--- config.mk ---
export PLATFORM = sky130hd
export DESIGN_NAME = three_wire_rtc_serial_master_unit_flat
export DESIGN_NICKNAME = d
export VERILOG_FILES = /design/src/design/rtcsm_pkg.sv /design/src/design/rtcsm_ifs.sv /design/src/design/rtcsm_cfg.sv /design/src/design/rtcsm_seq.sv /design/src/design/three_wire_rtc_serial_master_unit.sv /design/src/flat_wrapper.sv
export VERILOG_INCLUDE_DIRS = /design/src /design/src/design
export SDC_FILE = /design/constraint.sdc
export NUM_CORES = 1
export LEC_CHECK = 0
export BUFFER_PORTS_ARGS = -buffer_cell sky130_fd_sc_hd__buf_2
export CAP_MARGIN = 20
export CELL_PAD_IN_SITES_DETAIL_PLACEMENT = 0
export CELL_PAD_IN_SITES_GLOBAL_PLACEMENT = 1
export CORE_ASPECT_RATIO = 0.75
export CORE_MARGIN = 1
export CORE_UTILIZATION = 30
export CTS_CLUSTER_SIZE = 8
export DETAILED_ROUTE_END_ITERATION = 8
export PLACE_DENSITY = 0.59
export SYNTH_ARGS = -nofsm -noshare
export SYNTH_HDL_FRONTEND = slang
export SYNTH_SLANG_ARGS = --single-unit
export TNS_END_PERCENT = 5
--- constraint.sdc ---
create_clock -name clk -period 8.5 [get_ports clk]
set_input_delay 1.7 -clock clk [delete_from_list [all_inputs] [get_ports clk]]
set_output_delay 1.7 -clock clk [all_outputs]
set_load 0.02 [all_outputs]
--- src/design/assert_macros.svh ---
// ----------------------------------------------------------------------------
// Assertion macros
// Shared concurrent assertion forms for the three-wire serial master.
// ----------------------------------------------------------------------------
`ifndef ASSERT_MACROS_SVH
`define ASSERT_MACROS_SVH

// Consequent must hold in the same cycle as the antecedent.
`define ASSERT_SAME_CYCLE(label, clk, rst_n, ante, cons) \
	label: assert property (@(posedge clk) disable iff (!rst_n) (ante) |-> (cons)) \
	else $error("same-cycle check failed");

// Consequent must hold in the cycle after the antecedent.
`define ASSERT_NEXT_CYCLE(label, clk, rst_n, ante, cons) \
	label: assert property (@(posedge clk) disable iff (!rst_n) (ante) |=> (cons)) \
	else $error("next-cycle check failed");

`endif

--- src/design/rtcsm_pkg.sv ---
// ----------------------------------------------------------------------------
// rtcsm_pkg
// Types and constants shared by the three-wire serial master.
// ----------------------------------------------------------------------------
package rtcsm_pkg;

	// Largest number of bytes moved by one burst transfer.
	localparam int unsigned MAX_BURST_BYTES = 8;

	// Bits of the op field.
	localparam int unsigned OP_BURST_BIT = 0;
	localparam int unsigned OP_WRITE_BIT = 1;

	// Configuration register indexes.
	localparam int unsigned CFG_IDX_W = 3;
	localparam logic [CFG_IDX_W-1:0] CFG_READ_FLAG           = 3'd0;
	localparam logic [CFG_IDX_W-1:0] CFG_WRITE_FLAG          = 3'd1;
	localparam logic [CFG_IDX_W-1:0] CFG_PROTECT_COMMAND     = 3'd2;
	localparam logic [CFG_IDX_W-1:0] CFG_PROTECT_SET_VALUE   = 3'd3;
	localparam logic [CFG_IDX_W-1:0] CFG_PROTECT_CLEAR_VALUE = 3'd4;
	localparam logic [CFG_IDX_W-1:0] CFG_BURST_COMMAND       = 3'd5;
	localparam logic [CFG_IDX_W-1:0] CFG_HALF_PERIOD_TICKS   = 3'd6;

	// Configuration reset values.
	localparam logic [7:0] RST_READ_FLAG           = 8'd1;
	localparam logic [7:0] RST_WRITE_FLAG          = 8'd0;
	localparam logic [7:0] RST_PROTECT_COMMAND     = 8'd142;
	localparam logic [7:0] RST_PROTECT_SET_VALUE   = 8'd128;
	localparam logic [7:0] RST_PROTECT_CLEAR_VALUE = 8'd0;
	localparam logic [7:0] RST_BURST_COMMAND       = 8'd190;
	localparam logic [7:0] RST_HALF_PERIOD_TICKS   = 8'd1;

	typedef struct packed {
		logic [7:0] read_flag;
		logic [7:0] write_flag;
		logic [7:0] protect_command;
		logic [7:0] protect_set_value;
		logic [7:0] protect_clear_value;
		logic [7:0] burst_command;
		logic [7:0] half_period_ticks;
	} cfg_t;

	// One input item: one time tick of the pin sequencer.
	typedef struct packed {
		logic        start_req;
		logic [1:0]  op;
		logic [7:0]  address;
		logic [3:0]  count;
		logic [63:0] write_data;
		logic        data_pin_in;
	} tick_t;

	// One result item: pin levels and status for one tick.
	typedef struct packed {
		logic        chip_enable;
		logic        serial_clock;
		logic        data_pin_out;
		logic        data_drive;
		logic        busy_res;
		logic        done_res;
		logic [63:0] read_data;
	} pins_t;

endpackage

--- src/design/rtcsm_ifs.sv ---
// ----------------------------------------------------------------------------
// rtcsm channel interfaces
// Valid/ready channels for tick items and pin result items.
// ----------------------------------------------------------------------------
interface rtcsm_tick_if;
	logic              valid;
	logic              ready;
	rtcsm_pkg::tick_t  data;

	modport source (output valid, output data, input ready);
	modport sink (input valid, input data, output ready);
endinterface

interface rtcsm_pins_if;
	logic              valid;
	logic              ready;
	rtcsm_pkg::pins_t  data;

	modport source (output valid, output data, input ready);
	modport sink (input valid, input data, output ready);
endinterface

--- src/design/rtcsm_cfg.sv ---
// ----------------------------------------------------------------------------
// rtcsm_cfg
// Configuration register bank with a plain indexed write port.
// ----------------------------------------------------------------------------
module rtcsm_cfg (
	input  logic                                clk,
	input  logic                                arst_n,
	input  logic                                cfg_we,
	input  logic [rtcsm_pkg::CFG_IDX_W-1:0]     cfg_index,
	input  logic [7:0]                          cfg_data,
	output rtcsm_pkg::cfg_t                     cfg
);

	rtcsm_pkg::cfg_t cfg_q;

	always_ff @(posedge clk or negedge arst_n) begin
		if (!arst_n) begin
			cfg_q.read_flag           <= rtcsm_pkg::RST_READ_FLAG;
			cfg_q.write_flag          <= rtcsm_pkg::RST_WRITE_FLAG;
			cfg_q.protect_command     <= rtcsm_pkg::RST_PROTECT_COMMAND;
			cfg_q.protect_set_value   <= rtcsm_pkg::RST_PROTECT_SET_VALUE;
			cfg_q.protect_clear_value <= rtcsm_pkg::RST_PROTECT_CLEAR_VALUE;
			cfg_q.burst_command       <= rtcsm_pkg::RST_BURST_COMMAND;
			cfg_q.half_period_ticks   <= rtcsm_pkg::RST_HALF_PERIOD_TICKS;
		end else if (cfg_we) begin
			unique case (cfg_index)
				rtcsm_pkg::CFG_READ_FLAG:           cfg_q.read_flag           <= cfg_data;
				rtcsm_pkg::CFG_WRITE_FLAG:          cfg_q.write_flag          <= cfg_data;
				rtcsm_pkg::CFG_PROTECT_COMMAND:     cfg_q.protect_command     <= cfg_data;
				rtcsm_pkg::CFG_PROTECT_SET_VALUE:   cfg_q.protect_set_value   <= cfg_data;
				rtcsm_pkg::CFG_PROTECT_CLEAR_VALUE: cfg_q.protect_clear_value <= cfg_data;
				rtcsm_pkg::CFG_BURST_COMMAND:       cfg_q.burst_command       <= cfg_data;
				rtcsm_pkg::CFG_HALF_PERIOD_TICKS:   cfg_q.half_period_ticks   <= cfg_data;
				default: begin
				end
			endcase
		end
	end

	assign cfg = cfg_q;

endmodule

--- src/design/rtcsm_seq.sv ---
// ----------------------------------------------------------------------------
// rtcsm_seq
// Pin sequencer: advances the transaction state by one tick per step and
// forms the pin levels and status of that tick.
// ----------------------------------------------------------------------------
`include "assert_macros.svh"

module rtcsm_seq (
	input  logic              clk,
	input  logic              arst_n,
	input  logic              step_en,
	input  rtcsm_pkg::tick_t  item,
	input  rtcsm_pkg::cfg_t   cfg,
	output rtcsm_pkg::pins_t  res
);

	typedef enum logic [2:0] {
		PH_IDLE,
		PH_CMD_HI,
		PH_CMD_LO,
		PH_WR_HI,
		PH_WR_LO,
		PH_RD_LO,
		PH_RD_HI,
		PH_GAP
	} phase_t;

	// Sub-transactions of one request.
	localparam logic [1:0] SUB_CLEAR = 2'd0;
	localparam logic [1:0] SUB_DATA  = 2'd1;
	localparam logic [1:0] SUB_SET   = 2'd2;

	localparam logic [3:0] MAX_BYTES = 4'(rtcsm_pkg::MAX_BURST_BYTES);

	function automatic logic [7:0] sub_command(input logic [1:0] s, input logic [1:0] o,
			input logic [7:0] a, input rtcsm_pkg::cfg_t c);
		logic [7:0] target;
		logic [7:0] flag;
		target = o[rtcsm_pkg::OP_BURST_BIT] ? c.burst_command : a;
		flag   = o[rtcsm_pkg::OP_WRITE_BIT] ? c.write_flag : c.read_flag;
		if (s != SUB_DATA) begin
			return c.write_flag | c.protect_command;
		end
		return target | flag;
	endfunction

	phase_t      phase_q;
	logic [1:0]  sub_q;
	logic [2:0]  bit_q;
	logic [3:0]  byte_q;
	logic [7:0]  shift_q;
	logic [7:0]  tick_q;
	logic [1:0]  op_q;
	logic [7:0]  addr_q;
	logic [3:0]  count_q;
	logic [63:0] wbytes_q;
	logic [63:0] gather_q;

	phase_t      ph;
	logic [1:0]  sub;
	logic [2:0]  bi;
	logic [3:0]  by;
	logic [7:0]  sh;
	logic [7:0]  tk;
	logic [1:0]  op;
	logic [7:0]  ad;
	logic [3:0]  ct;
	logic [63:0] wb;
	logic [63:0] gb;
	logic [7:0]  half;
	logic [3:0]  nb;
	logic        is_read;
	logic        fin;
	logic        start;

	always_comb begin
		ph  = phase_q;
		sub = sub_q;
		bi  = bit_q;
		by  = byte_q;
		sh  = shift_q;
		tk  = tick_q;
		op  = op_q;
		ad  = addr_q;
		ct  = count_q;
		wb  = wbytes_q;
		gb  = gather_q;
		fin = 1'b0;
		res = '0;

		// A request taken while idle shows its first phase on the same tick.
		start = (phase_q == PH_IDLE) && item.start_req;
		if (start) begin
			ct  = (item.count > MAX_BYTES) ? MAX_BYTES : item.count;
			op  = item.op;
			ad  = item.address;
			wb  = item.write_data;
			gb  = '0;
			tk  = '0;
			sub = op[rtcsm_pkg::OP_WRITE_BIT] ? SUB_CLEAR : SUB_DATA;
			sh  = sub_command(sub, op, ad, cfg);
			bi  = '0;
			by  = '0;
			ph  = PH_CMD_HI;
		end

		half    = (cfg.half_period_ticks == 8'd0) ? 8'd1 : cfg.half_period_ticks;
		is_read = (sub == SUB_DATA) && !op[rtcsm_pkg::OP_WRITE_BIT];
		nb      = ((sub != SUB_DATA) || !op[rtcsm_pkg::OP_BURST_BIT]) ? 4'd1 : ct;

		if (ph != PH_IDLE) begin
			res.busy_res = 1'b1;
			case (ph)
				PH_CMD_HI, PH_WR_HI: begin
					res.chip_enable  = 1'b1;
					res.serial_clock = 1'b1;
					res.data_drive   = 1'b1;
					res.data_pin_out = sh[0];
				end
				PH_CMD_LO, PH_WR_LO: begin
					res.chip_enable  = 1'b1;
					res.data_drive   = 1'b1;
					res.data_pin_out = sh[0];
				end
				PH_RD_LO: begin
					res.chip_enable = 1'b1;
				end
				PH_RD_HI: begin
					res.chip_enable  = 1'b1;
					res.serial_clock = 1'b1;
				end
				default: begin
				end
			endcase

			if (9'(tk) + 9'd1 >= 9'(half)) begin
				tk = '0;
				unique case (ph)
					PH_CMD_HI: begin
						// Reads skip the low half of the last command bit and go straight to the read phases.
						if (is_read && bi == 3'd7) begin
							bi = '0;
							by = '0;
							sh = '0;
							if (nb == 4'd0) begin
								fin = 1'b1;
							end else begin
								ph = PH_RD_LO;
							end
						end else begin
							ph = PH_CMD_LO;
						end
					end
					PH_CMD_LO: begin
						sh = sh >> 1;
						if (bi == 3'd7) begin
							bi = '0;
							by = '0;
							if (nb == 4'd0) begin
								fin = 1'b1;
							end else begin
								if (sub == SUB_CLEAR) begin
									sh = cfg.protect_clear_value;
								end else if (sub == SUB_SET) begin
									sh = cfg.protect_set_value;
								end else begin
									sh = wb[7:0];
								end
								ph = PH_WR_HI;
							end
						end else begin
							bi = bi + 3'd1;
							ph = PH_CMD_HI;
						end
					end
					PH_WR_HI: begin
						ph = PH_WR_LO;
					end
					PH_WR_LO: begin
						sh = sh >> 1;
						if (bi == 3'd7) begin
							bi = '0;
							by = by + 4'd1;
							if (by >= nb) begin
								fin = 1'b1;
							end else begin
								if (sub == SUB_CLEAR) begin
									sh = cfg.protect_clear_value;
								end else if (sub == SUB_SET) begin
									sh = cfg.protect_set_value;
								end else begin
									sh = wb[{by[2:0], 3'b000} +: 8];
								end
								ph = PH_WR_HI;
							end
						end else begin
							bi = bi + 3'd1;
							ph = PH_WR_HI;
						end
					end
					PH_RD_LO: begin
						sh = {item.data_pin_in, sh[7:1]};
						ph = PH_RD_HI;
					end
					PH_RD_HI: begin
						ph = PH_RD_LO;
						if (bi == 3'd7) begin
							gb[{by[2:0], 3'b000} +: 8] = gb[{by[2:0], 3'b000} +: 8] | sh;
							bi = '0;
							sh = '0;
							by = by + 4'd1;
							if (by >= nb) begin
								fin = 1'b1;
							end
						end else begin
							bi = bi + 3'd1;
						end
					end
					PH_GAP: begin
						sub = sub + 2'd1;
						sh  = sub_command(sub, op, ad, cfg);
						bi  = '0;
						by  = '0;
						ph  = PH_CMD_HI;
					end
					default: begin
						ph = PH_IDLE;
					end
				endcase

				// End of a sub-transaction: a write goes on after a short gap.
				if (fin) begin
					if (op[rtcsm_pkg::OP_WRITE_BIT] && sub < SUB_SET) begin
						ph = PH_GAP;
					end else begin
						ph  = PH_IDLE;
						sub = SUB_CLEAR;
						bi  = '0;
						by  = '0;
						res.done_res = 1'b1;
					end
				end
			end else begin
				tk = tk + 8'd1;
			end
		end

		res.read_data = gb;
	end

	always_ff @(posedge clk or negedge arst_n) begin
		if (!arst_n) begin
			phase_q  <= PH_IDLE;
			sub_q    <= SUB_CLEAR;
			bit_q    <= '0;
			byte_q   <= '0;
			shift_q  <= '0;
			tick_q   <= '0;
			op_q     <= '0;
			addr_q   <= '0;
			count_q  <= '0;
			wbytes_q <= '0;
			gather_q <= '0;
		end else if (step_en) begin
			phase_q  <= ph;
			sub_q    <= sub;
			bit_q    <= bi;
			byte_q   <= by;
			shift_q  <= sh;
			tick_q   <= tk;
			op_q     <= op;
			addr_q   <= ad;
			count_q  <= ct;
			wbytes_q <= wb;
			gather_q <= gb;
		end
	end

	`ASSERT_SAME_CYCLE(a_idle_clean, clk, arst_n, phase_q == PH_IDLE, (sub_q == SUB_CLEAR) && (bit_q == 3'd0) && (byte_q == 4'd0))
	`ASSERT_SAME_CYCLE(a_read_only_data, clk, arst_n, (phase_q == PH_RD_LO) || (phase_q == PH_RD_HI), (sub_q == SUB_DATA) && !op_q[rtcsm_pkg::OP_WRITE_BIT])
	`ASSERT_SAME_CYCLE(a_byte_bound, clk, arst_n, 1'b1, byte_q <= MAX_BYTES)
	`ASSERT_NEXT_CYCLE(a_start_leaves_idle, clk, arst_n, step_en && (phase_q == PH_IDLE) && item.start_req, phase_q != PH_IDLE)

endmodule

--- src/design/three_wire_rtc_serial_master_unit.sv ---
// An item accepted at a clock edge is taken into the input register; its result item is
// loaded into the output register once that register is free. Without output stalls,
// throughput is one item per clock cycle; each item advances the pin sequencer by one tick.
// Reset (arst_n low, asynchronous): both channel stages empty, sequencer idle, all
// configuration registers at their documented defaults, gathered read bytes zero.
// ----------------------------------------------------------------------------
// three_wire_rtc_serial_master_unit
// Three-wire serial master (chip enable, clock, bidirectional data) for a
// serial clock chip, stepped by one time tick per item.
// ----------------------------------------------------------------------------
`include "assert_macros.svh"

module three_wire_rtc_serial_master_unit (
	input  logic                             clk,
	input  logic                             arst_n,
	input  logic                             cfg_we,
	input  logic [rtcsm_pkg::CFG_IDX_W-1:0]  cfg_index,
	input  logic [7:0]                       cfg_data,
	rtcsm_tick_if.sink                       tick,
	rtcsm_pins_if.source                     pins
);

	// The design is a two-register pipe. The input register holds one tick item;
	// the sequencer works that item against its state in one pass of logic, and
	// the outcome lands in the output register. Both registers move together
	// whenever the output register is empty or being drained, so a new item is
	// taken every cycle while the downstream side keeps up.

	rtcsm_pkg::cfg_t   cfg;
	rtcsm_pkg::tick_t  item_s1;
	logic              valid_s1;
	rtcsm_pkg::pins_t  res_comb;
	rtcsm_pkg::pins_t  res_s2;
	logic              valid_s2;
	logic              adv;
	logic              step_en;

	rtcsm_cfg u_cfg (
		.clk       (clk),
		.arst_n    (arst_n),
		.cfg_we    (cfg_we),
		.cfg_index (cfg_index),
		.cfg_data  (cfg_data),
		.cfg       (cfg)
	);

	// The pipe advances when the output register can take a new result.
	assign adv        = !valid_s2 || pins.ready;
	assign tick.ready = !valid_s1 || adv;
	// The sequencer state only moves when a real item leaves the input register.
	assign step_en    = valid_s1 && adv;

	rtcsm_seq u_seq (
		.clk     (clk),
		.arst_n  (arst_n),
		.step_en (step_en),
		.item    (item_s1),
		.cfg     (cfg),
		.res     (res_comb)
	);

	// Valid flags of both stages.
	always_ff @(posedge clk or negedge arst_n) begin
		if (!arst_n) begin
			valid_s1 <= 1'b0;
			valid_s2 <= 1'b0;
		end else begin
			if (tick.valid && tick.ready) begin
				valid_s1 <= 1'b1;
			end else if (adv) begin
				valid_s1 <= 1'b0;
			end
			if (adv) begin
				valid_s2 <= valid_s1;
			end
		end
	end

	// Payload registers carry no reset.
	always_ff @(posedge clk) begin
		if (tick.valid && tick.ready) begin
			item_s1 <= tick.data;
		end
		if (step_en) begin
			res_s2 <= res_comb;
		end
	end

	assign pins.valid = valid_s2;
	assign pins.data  = res_s2;

	// A finishing tick always belongs to a running transaction.
	`ASSERT_SAME_CYCLE(a_done_while_busy, clk, arst_n, valid_s2 && res_s2.done_res, res_s2.busy_res)
	// Input is only refused while an item sits waiting in the input register.
	`ASSERT_SAME_CYCLE(a_stall_has_item, clk, arst_n, !tick.ready, valid_s1 && valid_s2)

endmodule

--- src/flat_wrapper.sv ---
// flat-port wrapper written by rule: the top's interface ports become plain ports
module three_wire_rtc_serial_master_unit_flat 
  (clk, arst_n, cfg_we, cfg_index, cfg_data, tick_valid, tick_data, tick_ready, pins_valid, pins_data, pins_ready);
  rtcsm_tick_if tick_i ();
  rtcsm_pins_if pins_i ();
  input  logic clk;
  input  logic arst_n;
  input  logic cfg_we;
  input  logic [rtcsm_pkg::CFG_IDX_W-1:0] cfg_index;
  input  logic [7:0] cfg_data;
  input wire logic [$bits(tick_i.valid)-1:0] tick_valid;
  input wire logic [$bits(tick_i.data)-1:0] tick_data;
  output wire logic [$bits(tick_i.ready)-1:0] tick_ready;
  output wire logic [$bits(pins_i.valid)-1:0] pins_valid;
  output wire logic [$bits(pins_i.data)-1:0] pins_data;
  input wire logic [$bits(pins_i.ready)-1:0] pins_ready;
  assign tick_i.valid = tick_valid;
  assign tick_i.data = tick_data;
  assign tick_ready = tick_i.ready;
  assign pins_valid = pins_i.valid;
  assign pins_data = pins_i.data;
  assign pins_i.ready = pins_ready;
  three_wire_rtc_serial_master_unit u_core (.clk(clk), .arst_n(arst_n), .cfg_we(cfg_we), .cfg_index(cfg_index), .cfg_data(cfg_data), .tick(tick_i), .pins(pins_i));
endmodule
==> metrics.cfg, run 1 <==
[logic_synthesis]
synth_edf_count = 150
synth-seq-area-share_pct = 56.5
synth_top_flop_cell = dfrtp_1
synthCells = 1487
synthArstFlopShare_pct = 60.3
synth_top_area_share_pct = 29.7
synth_mux_area_share_pct = 14.4
synth_nets = 1606
synthAdderAreaFrac_pct = 1.59
synth_warnings = 0
synth_compound_area_share_pct = 13.5
synth_simple_gate_area_share_pct = 10.7
synth_seq_cells = 378
synth_top_family_by_area = multiplexers
yosysTopAreaCell = dfrtp_1
synth_area_leaders = dfrtp_1 (30%), edfxtp_1 (25%), mux2_2 (9.3%), nand2_1 (3.0%), mux2i_1 (2.5%)
netlist_area_um2 = 18100
avgSynthCellArea_um2 = 12.2
netlist-cell-type-count = 78
synth-xor-area-share_pct = 0.588

[global_routing]
grt_pass1_vias = 13300
grt_use_total_pct = 18.2
overflow = 0
grt_first_pass_wirelength_um = 85200
grt_max_degree = 110
grt_antenna_before_repair = 0

[setup_path]
path_class = flip-flop to flip-flop
end_kind = flip-flop
crit_cells = 15
critPathArrivalTime_ps = 6670
reg2reg_from = u_core.u_seq.phase_q[0]$_DFFE_PN0P_
critPathBufInv = 2
crit_chain = or4b_4, buf_4, nor2_1, a21oi_1, inv_1, ha_1, a21bo_2, ha_1, nand2b_1, a2111oi_0, o21ai_1, nor3_1, and2_1, a21oi_1, o2111ai_1
slowest_delay_ps = 890
worstPathRequired_ps = 9040
r2r_end = u_core.u_seq.shift_q[5]$_DFFE_PN0P_
reg2reg_depth = 15
slowest_stage = dfrtp_1
rrSetupSlack_ps = 2370
crit_path_max_fanout = 56
crit_family = compound AO/OA/AOI/OAI gates
cp-start-kind = flip-flop

[route]
vias = 13100
first_iter_violations = 1253
ant_nets = 0
drc_errors = 0
wire_per_inst_um = 22.4
wl_um = 55400
first_pass_iters = 6
vias_per_cell = 5.29

[worst_hold_path]
hold_path_end = u_core.u_seq.wbytes_q[56]$_DFFE_PN0P_
min_path_type = flip-flop to flip-flop
whs_path_depth = 1
min-delay-start = u_core.item_s1[57]$_DFFE_PP_

[floorplanning]
fp.coreArea_um2 = 59300
die_area_um2 = 61300
die-height_um = 215
ioPinCount = 168
num_rows = 77
initial_core_util_pct = 30.5
fp.dieW_um = 286

[finish]
insertedDiodeCount = 0
fillCellCount = 5799
fin_area_um2 = 21400
layout-area-overhead-vs-synth_pct = 18.1
layout-drive-gt1-share_pct = 28.0
final_nets = 1764

[clock_tree]
cts_tree = yes
cts-resized-gates = 0
cts_num_sinks = 378
insertion_delay_ps = 620
root_buffer = clkbuf_16
cts_buffers = 53
path_clk_slew_ps = 60
cts_setup_buffers = 0
cts.path.max_buffers = 3
postCtsHoldBufs = 0
htreeDepth = 2

[outcome]
outcome = finished clean

[power_and_ir_drop]
leakage_nw = 8.54
powerDensity_nw_per_um2 = 287
ir_worst_vdd_uv = 168

[timing]
tightest_slew_ps = 1150
fin_tns_setup_ps = 0
finalMaxSlewViolations = 0
finClkSkew_ps = 49.3
hold_viol = 0
slew-limit-headroom_pct = 23.6
setup_viol = 0
max_freq_ghz = 0.163
period_share_pct = 72.1
rsz0062_at_grt = false
period_needed_ps = 6130

[place]
port_buffers = 167
gp_congestion = 0.858
dpl_cell_area_um2 = 19800
dp_hpwl_um = 38000

[job]
cap_viol_max_count = 0

## placed cells by master, fill, tap and decap left out, types with 22 or more instances in the layout
cell type	Yosys	layout
buf_2	16	168
o21ai_0	81	81
ha_1	23	23
mux2i_1	45	45
edfxtp_1	150	150
clkbuf_16	0	53
a21oi_1	45	45
nor2_1	73	73
nor3_1	25	23
nand3_1	46	46
mux2_2	149	149
o2bb2ai_1	31	31
dfrtp_1	215	214
clkbuf_1	66	39
a22o_1	38	38
nand2_1	145	144
buf_4	1	24
inv_1	22	22
## flip-flops by register name, summed over array words and instances, names as in the netlist
register	cells
u_core.u_seq.shift_q	8
u_core.u_seq.byte_q	4
u_core.valid_s1	1
u_core.u_seq.bit_q	3
u_core.u_seq.wbytes_q	64
u_core.u_seq.gather_q	64
u_core.u_seq.count_q	4
u_core.u_cfg.cfg	56
u_core.pins.data	70
u_core.u_seq.phase_q	3
u_core.u_seq.addr_q	8
u_core.item_s1	80
u_core.pins.valid	1
u_core.u_seq.sub_q	2
u_core.u_seq.op_q	2
u_core.u_seq.tick_q	8
## routing by layer
| metal | wire length [um] | share of wire (%) | global-route usage [%] |
|---|---|---|---|
| met1 | 27300 | 49 | 27.6 |
| met2 | 23100 | 42 | 25.6 |
| met3 | 3700 | 6.7 | 3.96 |
| met4 | 1260 | 2.3 | 5.40 |
| met5 | 0 | 0 | 0 |
## layout make-up
cell class	instances	area (um^2)	share of cell area [%]
multi-input cells	991	7430	34.8
clock buffers	93	1490	6.95
clock inverters	3	80.1	0.374
well taps	790	988	4.62
inverters	25	96.3	0.451
repair buffers	196	1070	5.01
flip-flops and latches	378	10200	47.8
## report_power, final
group / leakage [nW] / switching, mW / total (mW) / internal [mW]
Sequential: 4.32 / 0.259 / 2.52 / 2.26
Combinational: 3.48 / 0.993 / 1.61 / 0.622
Clock: 0.739 / 0.822 / 2.00 / 1.18
## through the flow
| stage | std cells | hold slack, ps | util, % | setup WS, ps | power (mW) |
|---|---|---|---|---|---|
| global placement | 2375 | 461 | 33.4 | 2580 | 4.12 |
| detailed placement | 2376 | 466 | 33.4 | 2400 | 4.15 |
| global route | 2476 | 492 | 36.1 | 1990 | 6.47 |
| floorplan | 1487 | 449 | - | 3460 | 3.56 |
| CTS | 2472 | 477 | 36.0 | 2370 | 6.19 |
| finish | 2476 | 473 | 36.1 | 2370 | 6.14 |
## cells by family after synthesis
kind of cell,Yosys count
and+or+nand+nor,400
AOI/OAI and AO/OA,343
xor gates and xnor gates,10
muxes,215
adders and majority gates,23
DFF,378
buffers and inverters,118
## cell usage after synthesis, types with 25 or more instances
| cell type | number |
|---|---|
| clkbuf_1 | 66 |
| nand2_1 | 145 |
| edfxtp_1 | 150 |
| nand3_1 | 46 |
| mux2_2 | 149 |
| nor3_1 | 25 |
| o21ai_0 | 81 |
| a22o_1 | 38 |
| a21oi_1 | 45 |
| nor2_1 | 73 |
| dfrtp_1 | 215 |
| mux2i_1 | 45 |
| o2bb2ai_1 | 31 |
## how the worst max path moves through the flow
stage / from / slack [ps] / end
2_1_floorplan: u_core.u_seq.phase_q[0]$_DFFE_PN0P_ / 3460 / u_core.u_seq.shift_q[5]$_DFFE_PN0P_
6_report: u_core.u_seq.phase_q[0]$_DFFE_PN0P_ / 2370 / u_core.u_seq.shift_q[5]$_DFFE_PN0P_
3_5_place_dp: u_core.u_seq.phase_q[0]$_DFFE_PN0P_ / 2400 / u_core.u_seq.gather_q[26]$_DFFE_PN0P_
5_1_grt: u_core.u_seq.phase_q[0]$_DFFE_PN0P_ / 1990 / u_core.u_seq.shift_q[2]$_DFFE_PN0P_
4_1_cts: u_core.u_seq.phase_q[0]$_DFFE_PN0P_ / 2370 / u_core.u_seq.gather_q[30]$_DFFE_PN0P_
3_3_place_gp: u_core.u_seq.phase_q[0]$_DFFE_PN0P_ / 2580 / u_core.u_seq.gather_q[31]$_DFFE_PN0P_
Power figures use the tool's default switching activity.
==> inputs of run 2 (changes only) <==
--- a/config.mk
+++ b/config.mk
@@ -15,7 +15,7 @@
 export CORE_UTILIZATION = 30
 export CTS_CLUSTER_SIZE = 8
 export DETAILED_ROUTE_END_ITERATION = 8
-export PLACE_DENSITY = 0.59
+export PLACE_DENSITY = 0.61
 export SYNTH_ARGS = -nofsm -noshare
 export SYNTH_HDL_FRONTEND = slang
 export SYNTH_SLANG_ARGS = --single-unit
==> constraint.sdc (replaced) <==
create_clock -name clk -period 5 [get_ports clk]
set_input_delay 1 -clock clk [delete_from_list [all_inputs] [get_ports clk]]
set_output_delay 1 -clock clk [all_outputs]
set_load 0.02 [all_outputs]
==> metrics.cfg, run 2 (same netlist as run 1, synthesis figures left out) <==
[outcome]
outcome = finished clean

[route]
wl_um = 55100
first_iter_violations = 1183
vias = 13100
wire_per_inst_um = 22.1
ant_nets = 0
first_pass_iters = 5
vias_per_cell = 5.27
drc_errors = 0

[clock_tree]
cts_buffers = 53
insertion_delay_ps = 610
root_buffer = clkbuf_16
cts-resized-gates = 0
htreeDepth = 2
cts_setup_buffers = 0
cts_tree = yes
cts.path.max_buffers = 3
postCtsHoldBufs = 0
path_clk_slew_ps = 50
cts_num_sinks = 378

[finish]
layout-drive-gt1-share_pct = 28.8
final_cell_mix = dfrtp_1 (214), buf_2 (166), edfxtp_1 (150)
final_cells = 2492
final_common_cell = dfrtp_1
insertedDiodeCount = 0
layout-area-overhead-vs-synth_pct = 19.1
largest_reg_flops = 80
largest-register = u_core.item_s1
final_nets = 1779

[place]
dp_hpwl_um = 38300
port_buffers = 167
dp_cells = 2394
gp_congestion = 0.857
dpl_worst_slack_ps = 472

[power_and_ir_drop]
p_switching_mw = 3.54
comb_power_share_pct = 27.4
leakage_nw = 8.62
seqPwrFrac_pct = 40.3
internal_power_mw = 6.96
p_clk_share_pct = 32.3
swShare_pct = 33.7
powerDensity_nw_per_um2 = 487
ir_worst_vdd_uv = 291

[timing]
whs_ps = 463
period_needed_ps = 4560
postLayoutSetupSlackWorst_ps = 438
max_freq_ghz = 0.219
finalMaxSlewViolations = 0
rsz0062_at_grt = false
setup_viol = 0
slew-limit-headroom_pct = 33.4
finClkSkew_ps = 25.2
hold_viol = 0
period_share_pct = 91.2
tightest_slew_ps = 999

[setup_path]
crit_chain = or4b_4, buf_4, nand2_1, ha_1, buf_4, a21bo_2, ha_1, nand2b_1, a2111oi_0, o21ai_1, or4_1, a211oi_1, a21oi_1, a21oi_1
path_class = flip-flop to flip-flop
r2r_end = u_core.u_seq.shift_q[0]$_DFFE_PN0P_
critPathArrivalTime_ps = 5100
critPathBufInv = 2
reg2reg_depth = 14
end_kind = flip-flop
crit_family = compound AO/OA/AOI/OAI gates
slowest_stage = or4b_4
crit_path_max_fanout = 16
reg2reg_from = u_core.item_s1[79]$_DFFE_PP_
rrSetupSlack_ps = 440
slowest_delay_ps = 630
worstPathRequired_ps = 5540
cp-start-kind = flip-flop

[floorplanning]
die_area_um2 = 61300
fp.dieW_um = 286
die-height_um = 215
fp.coreArea_um2 = 59300
num_rows = 77
ioPinCount = 168
initial_core_util_pct = 30.5

[global_routing]
met2_usage_pct = 25.4
grt_antenna_before_repair = 0
grt_first_pass_wirelength_um = 84400
grt_use_total_pct = 18.0
use_met1_pct = 27.5
globalRoute.busiestLayer = met1
overflow = 0
grt_max_degree = 117
grt_pass1_vias = 13200
met3_usage_pct = 4.12

[worst_hold_path]
min_path_type = input port to asynchronous set/reset pin

[job]
cap_viol_max_count = 0

-- run 2: metrics by stage --
stage | TNS, ps | utilization (%) | power (mW) | instance area, um^2
global placement | 0 | 33.7 | 7.07 | 20000
global route | 0 | 36.4 | 11.1 | 21600
floorplan | -127 | - | 6.05 | 18100
finish | 0 | 36.4 | 10.5 | 21600
CTS | 0 | 36.4 | 10.6 | 21500
detailed placement | 0 | 33.7 | 7.11 | 20000
-- run 2: worst max path at each step --
stage	startpoint	endpoint	slack, ps	cells past startpoint
floorplan	u_core.u_seq.phase_q[0]$_DFFE_PN0P_	u_core.pins.data[60]$_DFFE_PP_	-20	21
global placement	u_core.u_seq.phase_q[0]$_DFFE_PN0P_	u_core.u_seq.shift_q[0]$_DFFE_PN0P_	540	14
detailed placement	u_core.item_s1[79]$_DFFE_PP_	u_core.u_seq.shift_q[0]$_DFFE_PN0P_	470	14
CTS	u_core.item_s1[79]$_DFFE_PP_	u_core.u_seq.shift_q[0]$_DFFE_PN0P_	500	14
global route	u_core.item_s1[79]$_DFFE_PP_	u_core.pins.data[51]$_DFFE_PP_	20	11
finish	u_core.item_s1[79]$_DFFE_PP_	u_core.u_seq.shift_q[0]$_DFFE_PN0P_	440	14
-- run 2: layout make-up --
cell class,instances,area [um^2]
clock buffers,93,1490
clock inverters,4,93.8
fillers,5787,37700
inverters,25,95.1
multi-input cells,991,7450
flip-flops and latches,378,10200
well taps,790,988
repair buffers,211,1210
-- run 2: power groups by stage --
stage	registers (mW)	logic, mW	clock network (mW)
6_report	4.23	2.88	3.39
5_1_grt	4.29	3.13	3.63
4_1_cts	4.22	2.86	3.48
3_5_place_dp	4.27	2.84	0
3_3_place_gp	4.26	2.81	0
2_1_floorplan	4.18	1.86	0
-- run 2: layer usage --
layer,share of wire [%],vias up
met2,42,421
met1,49,6645
met3,6.8,61
met5,0,-
li1,-,6003
met4,1.8,0
-- run 2: worst reg2reg max path: stages, from the launching register on --
cell and delay (ps):
edfxtp_1 440, or4b_4 630, buf_4 260, nand2_1 160, ha_1 170, buf_4 160, a21bo_2 230, ha_1 280
nand2b_1 150, a2111oi_0 590, o21ai_1 380, or4_1 590, a211oi_1 230, a21oi_1 80, a21oi_1 150
==> inputs of run 3 (changes only) <==
--- a/config.mk
+++ b/config.mk
@@ -15,7 +15,7 @@
 export CORE_UTILIZATION = 30
 export CTS_CLUSTER_SIZE = 8
 export DETAILED_ROUTE_END_ITERATION = 8
-export PLACE_DENSITY = 0.61
+export PLACE_DENSITY_LB_ADDON = 0.05
 export SYNTH_ARGS = -nofsm -noshare
 export SYNTH_HDL_FRONTEND = slang
 export SYNTH_SLANG_ARGS = --single-unit
==> metrics.cfg, run 3 (same netlist as run 1, synthesis figures left out) <==
[outcome]
outcome = finished clean

[route]
first_pass_iters = 5
drc_errors = 0
vias = 13100
wl_um = 60900
first_iter_violations = 1027
ant_nets = 0
wire_per_inst_um = 24.3
vias_per_cell = 5.23

[floorplanning]
fp.dieW_um = 286
initial_core_util_pct = 30.5
die_area_um2 = 61300
fp.coreArea_um2 = 59300
num_rows = 77
ioPinCount = 168
die-height_um = 215

[timing]
setup_viol = 0
postLayoutSetupSlackWorst_ps = 471
hold_viol = 0
fin_tns_setup_ps = 0
finalMaxSlewViolations = 0
period_needed_ps = 4530
max_freq_ghz = 0.221
slew-limit-headroom_pct = 34.0
period_share_pct = 90.6
tightest_slew_ps = 987
finClkSkew_ps = 18.6
whs_ps = 475
rsz0062_at_grt = false

[setup_path]
r2r_end = u_core.u_seq.gather_q[25]$_DFFE_PN0P_
slowest_stage = or4b_4
crit_start = u_core.u_seq.phase_q[0]$_DFFE_PN0P_
reg2reg_from = u_core.u_seq.phase_q[0]$_DFFE_PN0P_
cp-start-kind = flip-flop
slowest_delay_ps = 690
end_kind = flip-flop
crit_chain = or4b_4, and2_1, ha_1, and3_1, nand2_1, xor2_1, nor2_1, ha_1, a211oi_1, nand2_1, a31oi_1, o21a_1, nor4_1, buf_4, o21ai_1, a22o_1
worstPathRequired_ps = 5540
path_class = flip-flop to flip-flop
rrSetupSlack_ps = 470
crit_path_max_fanout = 22
critPathArrivalTime_ps = 5070
reg2reg_depth = 16

[global_routing]
grt_use_total_pct = 19.9
grt_first_pass_wirelength_um = 90200
grt_max_degree = 108
overflow = 0
grt_antenna_before_repair = 2
grt_pass1_vias = 12900

[finish]
fin_util_pct = 36.5
insertedDiodeCount = 0
regArea_um2 = 10200
layout-drive-gt1-share_pct = 29.2
largest_reg_flops = 80
final_common_cell = dfrtp_1
fillCellCount = 5905
final_cell_mix = dfrtp_1 (214), buf_2 (166), edfxtp_1 (150)
layout-area-overhead-vs-synth_pct = 19.4
fin_area_um2 = 21600
final_nets = 1789
largest-register = u_core.item_s1
multi_input_area_um2 = 7450

[clock_tree]
cts_tree = yes
cts_buffers = 53
root_buffer = clkbuf_16
insertion_delay_ps = 610
cts.path.max_buffers = 3
cts_num_sinks = 378
path_clk_slew_ps = 60
htreeDepth = 2
postCtsHoldBufs = 0

[place]
dp_hpwl_um = 42900
gp_congestion = 0.821
dpl_cell_area_um2 = 20000
dpl_worst_slack_ps = 286
port_buffers = 167

[worst_hold_path]
min-delay-start = u_core.item_s1[22]$_DFFE_PP_
hold_path_end = u_core.u_seq.wbytes_q[21]$_DFFE_PN0P_
min_path_type = flip-flop to flip-flop
whs_path_depth = 1

[power_and_ir_drop]
leakage_nw = 8.66
ir_worst_vdd_uv = 241
powerDensity_nw_per_um2 = 492

[job]
cap_viol_max_count = 0

==> run 3: how the worst max path moves through the flow <==
stage / cells after the start / end / slack (ps)
after floorplan: 21 / u_core.pins.data[60]$_DFFE_PP_ / -20
after global placement: 15 / u_core.u_seq.gather_q[54]$_DFFE_PN0P_ / 360
after detailed placement: 15 / u_core.u_seq.gather_q[54]$_DFFE_PN0P_ / 290
after CTS: 15 / u_core.u_seq.gather_q[54]$_DFFE_PN0P_ / 250
after global routing: 14 / u_core.u_seq.shift_q[5]$_DFFE_PN0P_ / 90
final: 16 / u_core.u_seq.gather_q[25]$_DFFE_PN0P_ / 470
==> run 3: through the flow <==
| step | total power, mW | cells |
|---|---|---|
| 4_1_cts | 10.7 | 2504 |
| 2_1_floorplan | 6.05 | 1487 |
| 6_report | 10.6 | 2504 |
| 3_5_place_dp | 7.23 | 2405 |
| 5_1_grt | 11.2 | 2504 |
| 3_3_place_gp | 7.23 | 2405 |
==> run 3: cell type report <==
class / instances / share of cell area, %
clock inverters: 3 / 0.319
inverters: 25 / 0.446
well taps: 790 / 4.58
multi-input cells: 991 / 34.5
flip-flops and latches: 378 / 47.3
repair buffers: 221 / 5.91
clock buffers: 96 / 6.93
==> run 3: critical path, delay by kind of cell, from the launching register on <==
family,cells,cell delay (ps)
AOI/OAI and AO/OA,5,1680
xor gates and xnor gates,1,160
adders and majority gates,2,520
buffers and inverters,1,190
DFF,1,380
and+or+nand+nor,7,1520
==> run 3: metal layers <==
metal / share of wire [%] / track usage, %
met5: 0 / 0
met4: 1.7 / 4.53
met3: 6.5 / 4.60
met2: 38 / 25.6
met1: 53 / 32.7
==> run 3: power by group <==
group | total (mW) | leakage [nW] | internal, mW | switching (mW)
Clock | 3.43 | 0.737 | 2.01 | 1.42
Combinational | 2.95 | 3.60 | 1.11 | 1.84
Sequential | 4.24 | 4.32 | 3.85 | 0.392
Total | 10.6 | 8.66 | 6.97 | 3.65
==> run 3: timing repair <==
action | in CTS | in global routing
gates resized for setup | 0 | 1
buffers inserted | 0 | 0
endpoints found under the setup margin | 0 | 20
